## src/sv/iir_df1_pkg.sv

```systemverilog
`timescale 1ns / 1ps
// iir_df1_pkg: shared types and constants for the direct form I IIR filter.
// No dependencies.
package iir_df1_pkg;

  localparam int COEF_W         = 18;
  localparam int COEF_FRAC_BITS = 14;
  localparam int USED_W         = 2;
  localparam int APB_ADDR_W     = 5;
  localparam int APB_DATA_W     = 32;
  localparam int REG_IDX_W      = 3;

  localparam logic signed [COEF_W-1:0] COEF_B0_RESET = COEF_W'(16384);
  localparam logic [USED_W-1:0]        USED_RESET    = USED_W'(1);
  localparam logic [USED_W-1:0]        USED_MAX      = USED_W'(3);
  localparam logic [USED_W-1:0]        WARMUP_RESET  = USED_W'(1);
  localparam logic [USED_W-1:0]        WARMUP_MAX    = USED_W'(3);

  typedef enum logic [REG_IDX_W-1:0] {
    REG_COEF_B0 = 3'd0,
    REG_COEF_B1 = 3'd1,
    REG_COEF_B2 = 3'd2,
    REG_COEF_A1 = 3'd3,
    REG_COEF_A2 = 3'd4,
    REG_USED_B  = 3'd5,
    REG_USED_A  = 3'd6
  } cfg_reg_e;

endpackage

```

## src/sv/iir_direct_form_one_filter.sv

```systemverilog
`timescale 1ns / 1ps
// iir_direct_form_one_filter: direct form I biquad IIR, one sample per cycle
// unless the output stalls, APB coefficient registers. Depends on iir_df1_pkg.
//
//   channel   dir  fields (low bit up)
//   s_axis    in   tdata: sample
//   m_axis    out  tdata: filtered; tuser: clipped
//   apb       in   registers coef_b0..coef_a2, used_b, used_a at 4*i
//
// Path from input transaction to result: an input register, then the
// multiply/accumulate, rounding and saturation into the result register.
// One sample per cycle sustained while the output is not stalled; the feedback
// path (five multipliers and the sum into the output history) has no register.
// Reset clears histories, sets the warm-up count to 1 and restores default coefficients.
// A stalled output holds the input register; a new sample is taken whenever
// the input register empties or moves on in the same cycle.
module iir_direct_form_one_filter #(
  parameter int SAMPLE_BITS = 16,
  localparam int DATA_W     = ((SAMPLE_BITS + 7) / 8) * 8
) (
  input  logic                                  clk_i,
  input  logic                                  rst_ni,
  input  logic                                  s_axis_tvalid,
  output logic                                  s_axis_tready,
  input  logic [DATA_W-1:0]                     s_axis_tdata,   // sample
  output logic                                  m_axis_tvalid,
  input  logic                                  m_axis_tready,
  output logic [DATA_W-1:0]                     m_axis_tdata,   // filtered
  output logic [0:0]                            m_axis_tuser,   // clipped
  input  logic                                  psel,
  input  logic                                  penable,
  input  logic                                  pwrite,
  input  logic [iir_df1_pkg::APB_ADDR_W-1:0]    paddr,
  input  logic [iir_df1_pkg::APB_DATA_W-1:0]    pwdata,
  output logic [iir_df1_pkg::APB_DATA_W-1:0]    prdata,
  output logic                                  pready
);

  localparam int COEF_W = iir_df1_pkg::COEF_W;
  localparam int FRAC   = iir_df1_pkg::COEF_FRAC_BITS;
  localparam int ACC_W  = SAMPLE_BITS + COEF_W + 3;
  localparam int Y_W    = ACC_W - FRAC;
  localparam logic signed [ACC_W-1:0] ROUND_HALF = ACC_W'(1) << (FRAC - 1);
  localparam logic [SAMPLE_BITS-1:0] SAT_HI = {1'b0, {(SAMPLE_BITS-1){1'b1}}};
  localparam logic [SAMPLE_BITS-1:0] SAT_LO = {1'b1, {(SAMPLE_BITS-1){1'b0}}};

  // configuration
  logic signed [COEF_W-1:0] coef_b0_q, coef_b1_q, coef_b2_q, coef_a1_q, coef_a2_q;
  logic [iir_df1_pkg::USED_W-1:0] used_b_q, used_a_q;
  iir_df1_pkg::cfg_reg_e reg_idx;
  logic cfg_wr;

  assign pready  = 1'b1;
  assign reg_idx = iir_df1_pkg::cfg_reg_e'(paddr[iir_df1_pkg::APB_ADDR_W-1:2]);
  assign cfg_wr  = psel && penable && pwrite && pready;

  always_ff @(posedge clk_i or negedge rst_ni) begin
    if (!rst_ni) begin
      coef_b0_q <= iir_df1_pkg::COEF_B0_RESET;
      coef_b1_q <= '0;
      coef_b2_q <= '0;
      coef_a1_q <= '0;
      coef_a2_q <= '0;
      used_b_q  <= iir_df1_pkg::USED_RESET;
      used_a_q  <= iir_df1_pkg::USED_RESET;
    end else if (cfg_wr) begin
      case (reg_idx)
        iir_df1_pkg::REG_COEF_B0: coef_b0_q <= pwdata[COEF_W-1:0];
        iir_df1_pkg::REG_COEF_B1: coef_b1_q <= pwdata[COEF_W-1:0];
        iir_df1_pkg::REG_COEF_B2: coef_b2_q <= pwdata[COEF_W-1:0];
        iir_df1_pkg::REG_COEF_A1: coef_a1_q <= pwdata[COEF_W-1:0];
        iir_df1_pkg::REG_COEF_A2: coef_a2_q <= pwdata[COEF_W-1:0];
        iir_df1_pkg::REG_USED_B:  used_b_q  <= pwdata[iir_df1_pkg::USED_W-1:0];
        iir_df1_pkg::REG_USED_A:  used_a_q  <= pwdata[iir_df1_pkg::USED_W-1:0];
        default: ;
      endcase
    end
  end

  always_comb begin
    case (reg_idx)
      iir_df1_pkg::REG_COEF_B0: prdata = iir_df1_pkg::APB_DATA_W'(coef_b0_q);
      iir_df1_pkg::REG_COEF_B1: prdata = iir_df1_pkg::APB_DATA_W'(coef_b1_q);
      iir_df1_pkg::REG_COEF_B2: prdata = iir_df1_pkg::APB_DATA_W'(coef_b2_q);
      iir_df1_pkg::REG_COEF_A1: prdata = iir_df1_pkg::APB_DATA_W'(coef_a1_q);
      iir_df1_pkg::REG_COEF_A2: prdata = iir_df1_pkg::APB_DATA_W'(coef_a2_q);
      iir_df1_pkg::REG_USED_B:  prdata = iir_df1_pkg::APB_DATA_W'(used_b_q);
      iir_df1_pkg::REG_USED_A:  prdata = iir_df1_pkg::APB_DATA_W'(used_a_q);
      default:                  prdata = '0;
    endcase
  end

  // input register and handshake
  logic                           in_valid_q;
  logic signed [SAMPLE_BITS-1:0]  sample_q;
  logic                           out_valid_q;
  logic [SAMPLE_BITS-1:0]         out_filtered_q;
  logic                           out_clip_q;
  logic                           step;

  assign step          = in_valid_q && (!out_valid_q || m_axis_tready);
  assign s_axis_tready = !in_valid_q || step;

  always_ff @(posedge clk_i or negedge rst_ni) begin
    if (!rst_ni) begin
      in_valid_q <= 1'b0;
    end else if (s_axis_tready) begin
      in_valid_q <= s_axis_tvalid;
    end
  end

  always_ff @(posedge clk_i) begin
    if (s_axis_tvalid && s_axis_tready) begin
      sample_q <= s_axis_tdata[SAMPLE_BITS-1:0];
    end
  end

  // histories and warm-up
  logic signed [SAMPLE_BITS-1:0] x1_q, x2_q, y1_q, y2_q;
  logic [iir_df1_pkg::USED_W-1:0] warm_q, warm_d;

  // multiply-accumulate
  logic signed [ACC_W-1:0] prod_b0, prod_b1, prod_b2, prod_a1, prod_a2;
  logic signed [ACC_W-1:0] acc, rounded;
  logic signed [Y_W-1:0]   y_full;
  logic [Y_W-SAMPLE_BITS:0] y_upper;
  logic                    use_b1, use_b2, use_a1, use_a2, ovf;
  logic [iir_df1_pkg::USED_W-1:0] nb;
  logic [SAMPLE_BITS-1:0]  y_sat, shown;

  assign prod_b0 = coef_b0_q * sample_q;
  assign prod_b1 = coef_b1_q * x1_q;
  assign prod_b2 = coef_b2_q * x2_q;
  assign prod_a1 = coef_a1_q * y1_q;
  assign prod_a2 = coef_a2_q * y2_q;

  assign use_b1 = used_b_q[1];
  assign use_b2 = (used_b_q == iir_df1_pkg::USED_MAX);
  assign use_a1 = used_a_q[1];
  assign use_a2 = (used_a_q == iir_df1_pkg::USED_MAX);

  assign acc = prod_b0
             + (use_b1 ? prod_b1 : '0)
             + (use_b2 ? prod_b2 : '0)
             - (use_a1 ? prod_a1 : '0)
             - (use_a2 ? prod_a2 : '0);

  assign rounded = acc + ROUND_HALF;
  assign y_full  = rounded[ACC_W-1:FRAC];
  assign y_upper = y_full[Y_W-1:SAMPLE_BITS-1];
  assign ovf     = !((&y_upper) || !(|y_upper));

  always_comb begin
    if (!ovf) begin
      y_sat = y_full[SAMPLE_BITS-1:0];
    end else if (y_full[Y_W-1]) begin
      y_sat = SAT_LO;
    end else begin
      y_sat = SAT_HI;
    end
  end

  assign warm_d = (warm_q == iir_df1_pkg::WARMUP_MAX) ? warm_q
                                                       : warm_q + iir_df1_pkg::USED_W'(1);
  assign nb     = (used_b_q == '0) ? iir_df1_pkg::USED_W'(1) : used_b_q;
  assign shown  = (warm_d < nb) ? '0 : y_sat;

  always_ff @(posedge clk_i or negedge rst_ni) begin
    if (!rst_ni) begin
      x1_q   <= '0;
      x2_q   <= '0;
      y1_q   <= '0;
      y2_q   <= '0;
      warm_q <= iir_df1_pkg::WARMUP_RESET;
    end else if (step) begin
      x1_q   <= sample_q;
      x2_q   <= x1_q;
      y1_q   <= y_sat;
      y2_q   <= y1_q;
      warm_q <= warm_d;
    end
  end

  // result register
  always_ff @(posedge clk_i or negedge rst_ni) begin
    if (!rst_ni) begin
      out_valid_q <= 1'b0;
    end else if (step) begin
      out_valid_q <= 1'b1;
    end else if (m_axis_tready) begin
      out_valid_q <= 1'b0;
    end
  end

  always_ff @(posedge clk_i) begin
    if (step) begin
      out_filtered_q <= shown;
      out_clip_q     <= ovf;
    end
  end

  assign m_axis_tvalid   = out_valid_q;
  assign m_axis_tdata    = DATA_W'(out_filtered_q);
  assign m_axis_tuser[0] = out_clip_q;

endmodule

```

## config.mk

```make
export PLATFORM = sky130hd
export DESIGN_NAME = iir_direct_form_one_filter
export DESIGN_NICKNAME = d
export VERILOG_FILES = /design/src/sv/iir_df1_pkg.sv /design/src/sv/iir_direct_form_one_filter.sv
export SDC_FILE = /design/constraint.sdc
export NUM_CORES = 2
export LEC_CHECK = 0
export ABC_CLOCK_PERIOD_IN_PS = 12200
export BUFFER_PORTS_ARGS = -buffer_cell sky130_fd_sc_hd__buf_2
export CORE_UTILIZATION = 35
export CTS_BUF_LIST = sky130_fd_sc_hd__clkbuf_8
export DETAILED_ROUTE_END_ITERATION = 6
export RECOVER_POWER = 50
export SYNTH_ARGS = -nofsm -noshare
export SYNTH_HDL_FRONTEND = slang
export SYNTH_SLANG_ARGS = --single-unit
```

## constraint.sdc

```tcl
create_clock -name clk_i -period 12.2 [get_ports clk_i]
set_input_delay 2.44 -clock clk_i [delete_from_list [all_inputs] [get_ports clk_i]]
set_output_delay 2.44 -clock clk_i [all_outputs]
set_load 0.005 [all_outputs]
```

* Word level (Yosys, flattened, before mapping)
Cells that the tools add are included.
** Storage, ports and cells
- Register bits :: 195
- Bits in latches :: 0
- Bits in writable memories :: 0
- Memory bits (read-only) :: 0
- Bits of input ports :: 60
- Word-level logic and storage cells :: 72
- Memories :: 0
** Cells by class
- Add/sub/neg operators :: 6
- Multipliers :: 5
- Div/mod/pow operators :: 0
- $lt $le $gt $ge :: 1
- Equal/unequal tests :: 9
- Shift-type cells :: 0
- Mux-type cells :: 11
- Bitwise gates (word level) :: 0
- Reductions and logical operators :: 23
** Operators with widths (count)
- 32-bit case mux with 7 select lines :: 1
- 18-bit by 16-bit multiplier with 34-bit output :: 5
- 37-bit 2-to-1 mux :: 4
- 37-bit adder :: 2
- 37-bit subtractor :: 2
- 37-bit by 15-bit adder with 37-bit output, second input constant :: 1
- 16-bit 2-to-1 mux :: 2
- 2-bit AND reduction :: 7
- 3-bit == test, second input constant :: 3
- 8-bit AND reduction :: 1
- 8-bit OR reduction :: 1
- 2-bit == test, second input constant :: 3
- 3-bit by 2-bit == test with 1-bit output, second input constant :: 2
- 1-bit logical AND :: 4
- 1-bit logical NOT :: 4
- 2-bit 2-to-1 mux :: 2
- 3-bit by 1-bit == test with 1-bit output, second input constant :: 1
- 3-bit logical NOT :: 1
- 1-bit logical OR :: 3
- 2-bit by 1-bit adder with 2-bit output, second input constant :: 1
- 2-bit logical NOT :: 1
- 2-bit < comparator :: 1
- 1-bit 2-to-1 mux :: 2
- 2-bit nonzero test :: 1

* Depth between registers and ports, before layout
- Depth in word-level cells :: 11
- Gate-level depth with buffers :: 43
- Depth with buffers taken out :: 40

* Worst setup path before layout
OpenSTA, ideal clock, no wires.
- Path type :: register to register
- Start point :: reg coef_b1_q[11]
- End point :: reg out_filtered_q[3] (netlist: m_axis_tdata[3]), data pin
- Setup time :: 253 ps
- Arrival :: 9886 ps
- Required time :: 11947 ps
- Setup slack :: 2061 ps
- Stages on the path, launching flop included :: 42
- Path buffers :: 2
- Cells stage by stage :: dfrtp_1 -> clkbuf_1 -> nand2_1 -> fa_1 -> inv_1 -> fa_1 -> inv_1 -> fa_1 -> inv_1 -> fa_1 -> inv_1 -> fa_1 -> inv_1 -> fa_1 -> ha_1 -> a21o_1 -> a21o_1 -> a21oi_1 -> (+6 left out) -> a311o_1 -> ha_1 -> fa_1 -> inv_1 -> fa_1 -> inv_1 -> ha_1 -> a21oi_1 -> nor2_1 -> o21a_1 -> a2111oi_1 -> nand3_1 -> mux2i_1 -> a211oi_1 -> a41oi_2 -> buf_6 -> nor2_4 -> nor2_1
** Between the ends
- Word-level cells in the longest chain between the ends :: 11
** RTL lines
- start: declaration :: line iir_direct_form_one_filter.sv:48 : logic signed [COEF_W-1:0] coef_b0_q, coef_b1_q, coef_b2_q, coef_a1_q, coef_a2_q;
- start signal: assignment :: line iir_direct_form_one_filter.sv:69 : iir_df1_pkg::REG_COEF_B1: coef_b1_q <= pwdata[COEF_W-1:0];
- 18-bit by 16-bit multiplier with 34-bit output (*) :: line iir_direct_form_one_filter.sv:132 : assign prod_b1 = coef_b1_q * x1_q;
- 37-bit 2-to-1 mux (*) :: line iir_direct_form_one_filter.sv:143 : + (use_b1 ? prod_b1 : '0)
- 37-bit adder (*) :: line iir_direct_form_one_filter.sv:143
- 37-bit adder (*) :: line iir_direct_form_one_filter.sv:144 : + (use_b2 ? prod_b2 : '0)
- 37-bit subtractor (*) :: line iir_direct_form_one_filter.sv:145 : - (use_a1 ? prod_a1 : '0)
- 37-bit subtractor (*) :: line iir_direct_form_one_filter.sv:146 : - (use_a2 ? prod_a2 : '0);
- 37-bit by 15-bit adder with 37-bit output (*) :: line iir_direct_form_one_filter.sv:148 : assign rounded = acc + ROUND_HALF;
- 8-bit OR reduction :: line iir_direct_form_one_filter.sv:151 : assign ovf = !((&y_upper) || !(|y_upper));
- 1-bit logical NOT :: line iir_direct_form_one_filter.sv:151
- 1-bit logical OR :: line iir_direct_form_one_filter.sv:151
- 16-bit 2-to-1 mux (*) :: line iir_direct_form_one_filter.sv:154 : if (!ovf) begin
- end signal: assignment :: line iir_direct_form_one_filter.sv:197 : out_filtered_q <= shown;
- end: declaration :: line iir_direct_form_one_filter.sv:97 : logic [SAMPLE_BITS-1:0] out_filtered_q;
Every way passes the cells marked *; elsewhere a longest branch is shown, timed or not.
A chain may end at the register's enable or synchronous reset.

* Final worst setup path
- Start point :: reg y2_q[2]
- End point :: reg out_filtered_q[3] (netlist: m_axis_tdata[3]), data pin
** Between the ends
- Word-level cells in the longest chain between the ends :: 8
** RTL lines
- start: declaration :: line iir_direct_form_one_filter.sv:119 : logic signed [SAMPLE_BITS-1:0] x1_q, x2_q, y1_q, y2_q;
- start signal: assignment :: line iir_direct_form_one_filter.sv:179 : y2_q <= y1_q;
- 18-bit by 16-bit multiplier with 34-bit output (*) :: line iir_direct_form_one_filter.sv:135 : assign prod_a2 = coef_a2_q * y2_q;
- 37-bit 2-to-1 mux (*) :: line iir_direct_form_one_filter.sv:146
- 37-bit subtractor (*) :: line iir_direct_form_one_filter.sv:146
- 37-bit by 15-bit adder with 37-bit output (*) :: line iir_direct_form_one_filter.sv:148
- 8-bit OR reduction :: line iir_direct_form_one_filter.sv:151
- 1-bit logical NOT :: line iir_direct_form_one_filter.sv:151
- 1-bit logical OR :: line iir_direct_form_one_filter.sv:151
- 16-bit 2-to-1 mux (*) :: line iir_direct_form_one_filter.sv:154
Marked as above.

==> impl_metrics.py <==
metrics = {
    "timing": {
        "worst_clock_skew_ps": 42.0,
        "rsz0062_at_grt": "no",
        "timing.fmax_ghz": 0.0857,
        "relSlewSlack": -1.36,
        "finalSetupTns_ps": 0,
        "fin_crit_sh": 0.956,
        "period_needed_ps": 11670,
        "final_hold_viol_count": 0,
        "finalMaxSlewViolations": 167,
        "setup_viol": 0,
        "hold_ws_ps": 489,
        "worst_slew_pin_slew_ps": 3540,
    },
    "grt": {
        "use_met2": 0.354,
        "grt_util_met1": 0.263,
        "grt.total_usage": 0.208,
        "overflow": 0,
        "met3_usage": 0.0301,
        "busiest_layer": "met2",
        "grt_pass1_vias": 53200,
        "grt_max_degree": 63,
        "antenna_found_initial": 7,
        "grt_pass1_wl_um": 309000,
    },
    "cts": {
        "ctsHoldBuffers": 0,
        "insertion_delay_ps": 640,
        "cts_tree": "yes",
        "post_cts_buffers": 0,
        "clkTransAtPathRegs_ps": 130,
        "ctsResizeCount": 0,
        "cts_root_buf": "clkbuf_8",
        "cts_sinks": 195,
        "clk_path_buf_depth": 2,
        "htree_num_levels": 4,
        "cts_buffers": 17,
    },
    "logic_synthesis": {
        "syn-cell-area_um2": 67100,
        "synth-async-reset-ratio": 0.831,
        "synthFlopType": "dfrtp_1",
        "postSynthCellCount": 7308,
        "syn_area_per_cell_um2": 9.19,
        "yosysSeqAreaShare": 0.0752,
        "yosys_register_bits": 195,
        "synth_nets": 9419,
        "synth-edff-count": 33,
        "ys_types": 89,
        "synth_warnings": 0,
    },
    "final_layout": {
        "nFillCells": 19200,
        "drive_above_1_share": 0.0565,
        "nNetsFinal": 9356,
        "fin_util": 0.372,
        "flow.area_growth_from_synthesis_pct": 5.64,
        "final_cell_mix": "1820 x inv_1, 1552 x fa_1, 1044 x nand2_1",
        "layout_commonest_cell": "inv_1",
    },
    "critical_path": {
        "cp-start-kind": "register",
        "crit_arrival_ps": 12130,
        "cp_slowest_cell": "nor3b_2",
        "required_ps": 12660,
        "crit_path_start": "y2_q[2]",
        "cp_num_buf_inv": 5,
        "critPathKind": "reg -> reg",
        "cp_top_family": "adder cells",
        "critPathMaxFanout": 19,
        "cpMostUsedCell": "fa_1",
        "endpoint_kind": "register",
        "r2r-start": "y2_q[2]",
        "slowest_delay_ps": 920,
    },
    "flow_run": {
        "drv_cap": 3,
    },
    "routing": {
        "viasPerCell": 4.99,
        "drt_iter0_drc": 3235,
        "wl_per_cell_um": 19.6,
        "final_antenna_net_count": 0,
        "drc_errors": 0,
        "dr.pass1.iters": 6,
        "drt-total-wl_um": 192000,
        "via_count": 48800,
    },
    "placed_design": {
        "numPortBuffers": 94,
        "dpl.hpwl_um": 161000,
        "gp_congestion": 0.957,
    },
    "floorplanning": {
        "die_x_um": 440,
        "initial_core_util": 0.353,
        "dieHeight_um": 440,
        "die_area_um2": 194000,
        "num_io_pins": 112,
        "core_area_um2": 190000,
        "rows": 160,
    },
    "min_path": {
        "hp-start": "warm_q[1]",
        "hold_class": "reg -> reg",
    },
    "status": {
        "failed_checks": "max-capacitance violations, max-slew violations",
        "status": "finished with violations",
    },
}
final timing paths:
path | end | slack [ps] | cells past startpoint
max | m_axis_tdata[3] | 530 | 34
min | warm_q[1] | 490 | 1
max reg2reg | m_axis_tdata[3] | 530 | 34
min reg2reg | warm_q[1] | 490 | 1
max in group asynchronous | y1_q[4] | 4690 | 2
min in group asynchronous | in_valid_q | 2850 | 1
sequential cells by signal (all words and copies together) (netlist names):
signal and count:
coef_a1_q 18, coef_a2_q 18, coef_b0_q 18, coef_b1_q 18
coef_b2_q 18, in_valid_q 1, m_axis_tdata 16, m_axis_tuser 1
m_axis_tvalid 1, sample_q 16, used_a_q 2, used_b_q 2
warm_q 2, x1_q 16, x2_q 16, y1_q 16
y2_q 16
stage by stage:
| stage | instances | cell area [um2] | worst slack (ps) |
|---|---|---|---|
| final | 9774 | 70900 | 531 |
| after global routing | 9770 | 70900 | 13.6 |
| after CTS | 9769 | 70900 | 577 |
| after detailed placement | 9737 | 70500 | 673 |
| after global placement | 9737 | 70500 | 740 |
| after floorplan | 7308 | 67100 | 2060 |
cell families (layout without fill, tap and decap cells):
| group | after synthesis | after routing | synth area share |
|---|---|---|---|
| flops | 195 | 195 | 0.0752 |
| mux | 118 | 118 | 0.0225 |
| buf+inv | 2125 | 2075 | 0.120 |
| simple gates | 2125 | 2125 | 0.153 |
| xor+xnor | 168 | 168 | 0.0223 |
| compound gates | 525 | 525 | 0.0514 |
| other cells | 1 | 6 | 0.0000559 |
| fa+ha+maj | 2051 | 2051 | 0.556 |
cell usage after synthesis (13+ instances only):
library cell / n / area share
o21a_1: 27 / 0.0030
and2_1: 591 / 0.055
a21oi_1: 134 / 0.010
edfxtp_1: 33 / 0.015
nand4_1: 19 / 0.0018
xor2_1: 54 / 0.0070
a31oi_1: 18 / 0.0017
xnor2_1: 111 / 0.014
or3_1: 19 / 0.0018
fa_1: 1552 / 0.46
nand2b_1: 72 / 0.0067
nand2_1: 1044 / 0.058
mux4_2: 17 / 0.0057
o21ai_0: 105 / 0.0078
inv_1: 1819 / 0.10
nor2b_1: 25 / 0.0023
o21bai_1: 19 / 0.0021
clkbuf_1: 273 / 0.015
a21o_1: 83 / 0.0093
dfrtp_1: 158 / 0.059
a21boi_0: 13 / 0.0015
and3_1: 27 / 0.0025
nor3_1: 47 / 0.0035
buf_1: 13 / 0.00073
a211oi_1: 23 / 0.0026
ha_1: 499 / 0.093
nor2_1: 177 / 0.0099
buf_4: 16 / 0.0018
mux2_2: 92 / 0.015
nand3_1: 47 / 0.0035
layer usage:
metal	up-vias	part of all wire	wire length, um
met5	-	0.00030	57
met4	8	0.050	9660
met3	323	0.061	11800
met2	1324	0.49	93000
met1	25700	0.40	77200
li1	21400	-	-
cell type report:
class,count,area (um2),area share
diodes,5,12.5,0.000176
inverters,1820,6830,0.0963
multi-input cells,4988,54000,0.762
well taps,2511,3140,0.0443
flip-flops and latches,195,5050,0.0712
clock inverters,15,180,0.00254
clock buffers,17,234,0.00330
repair buffers,223,1430,0.0201
Power is not shown: default switching activity piles up to over one toggle a cycle in this logic, so the estimate is an artifact.
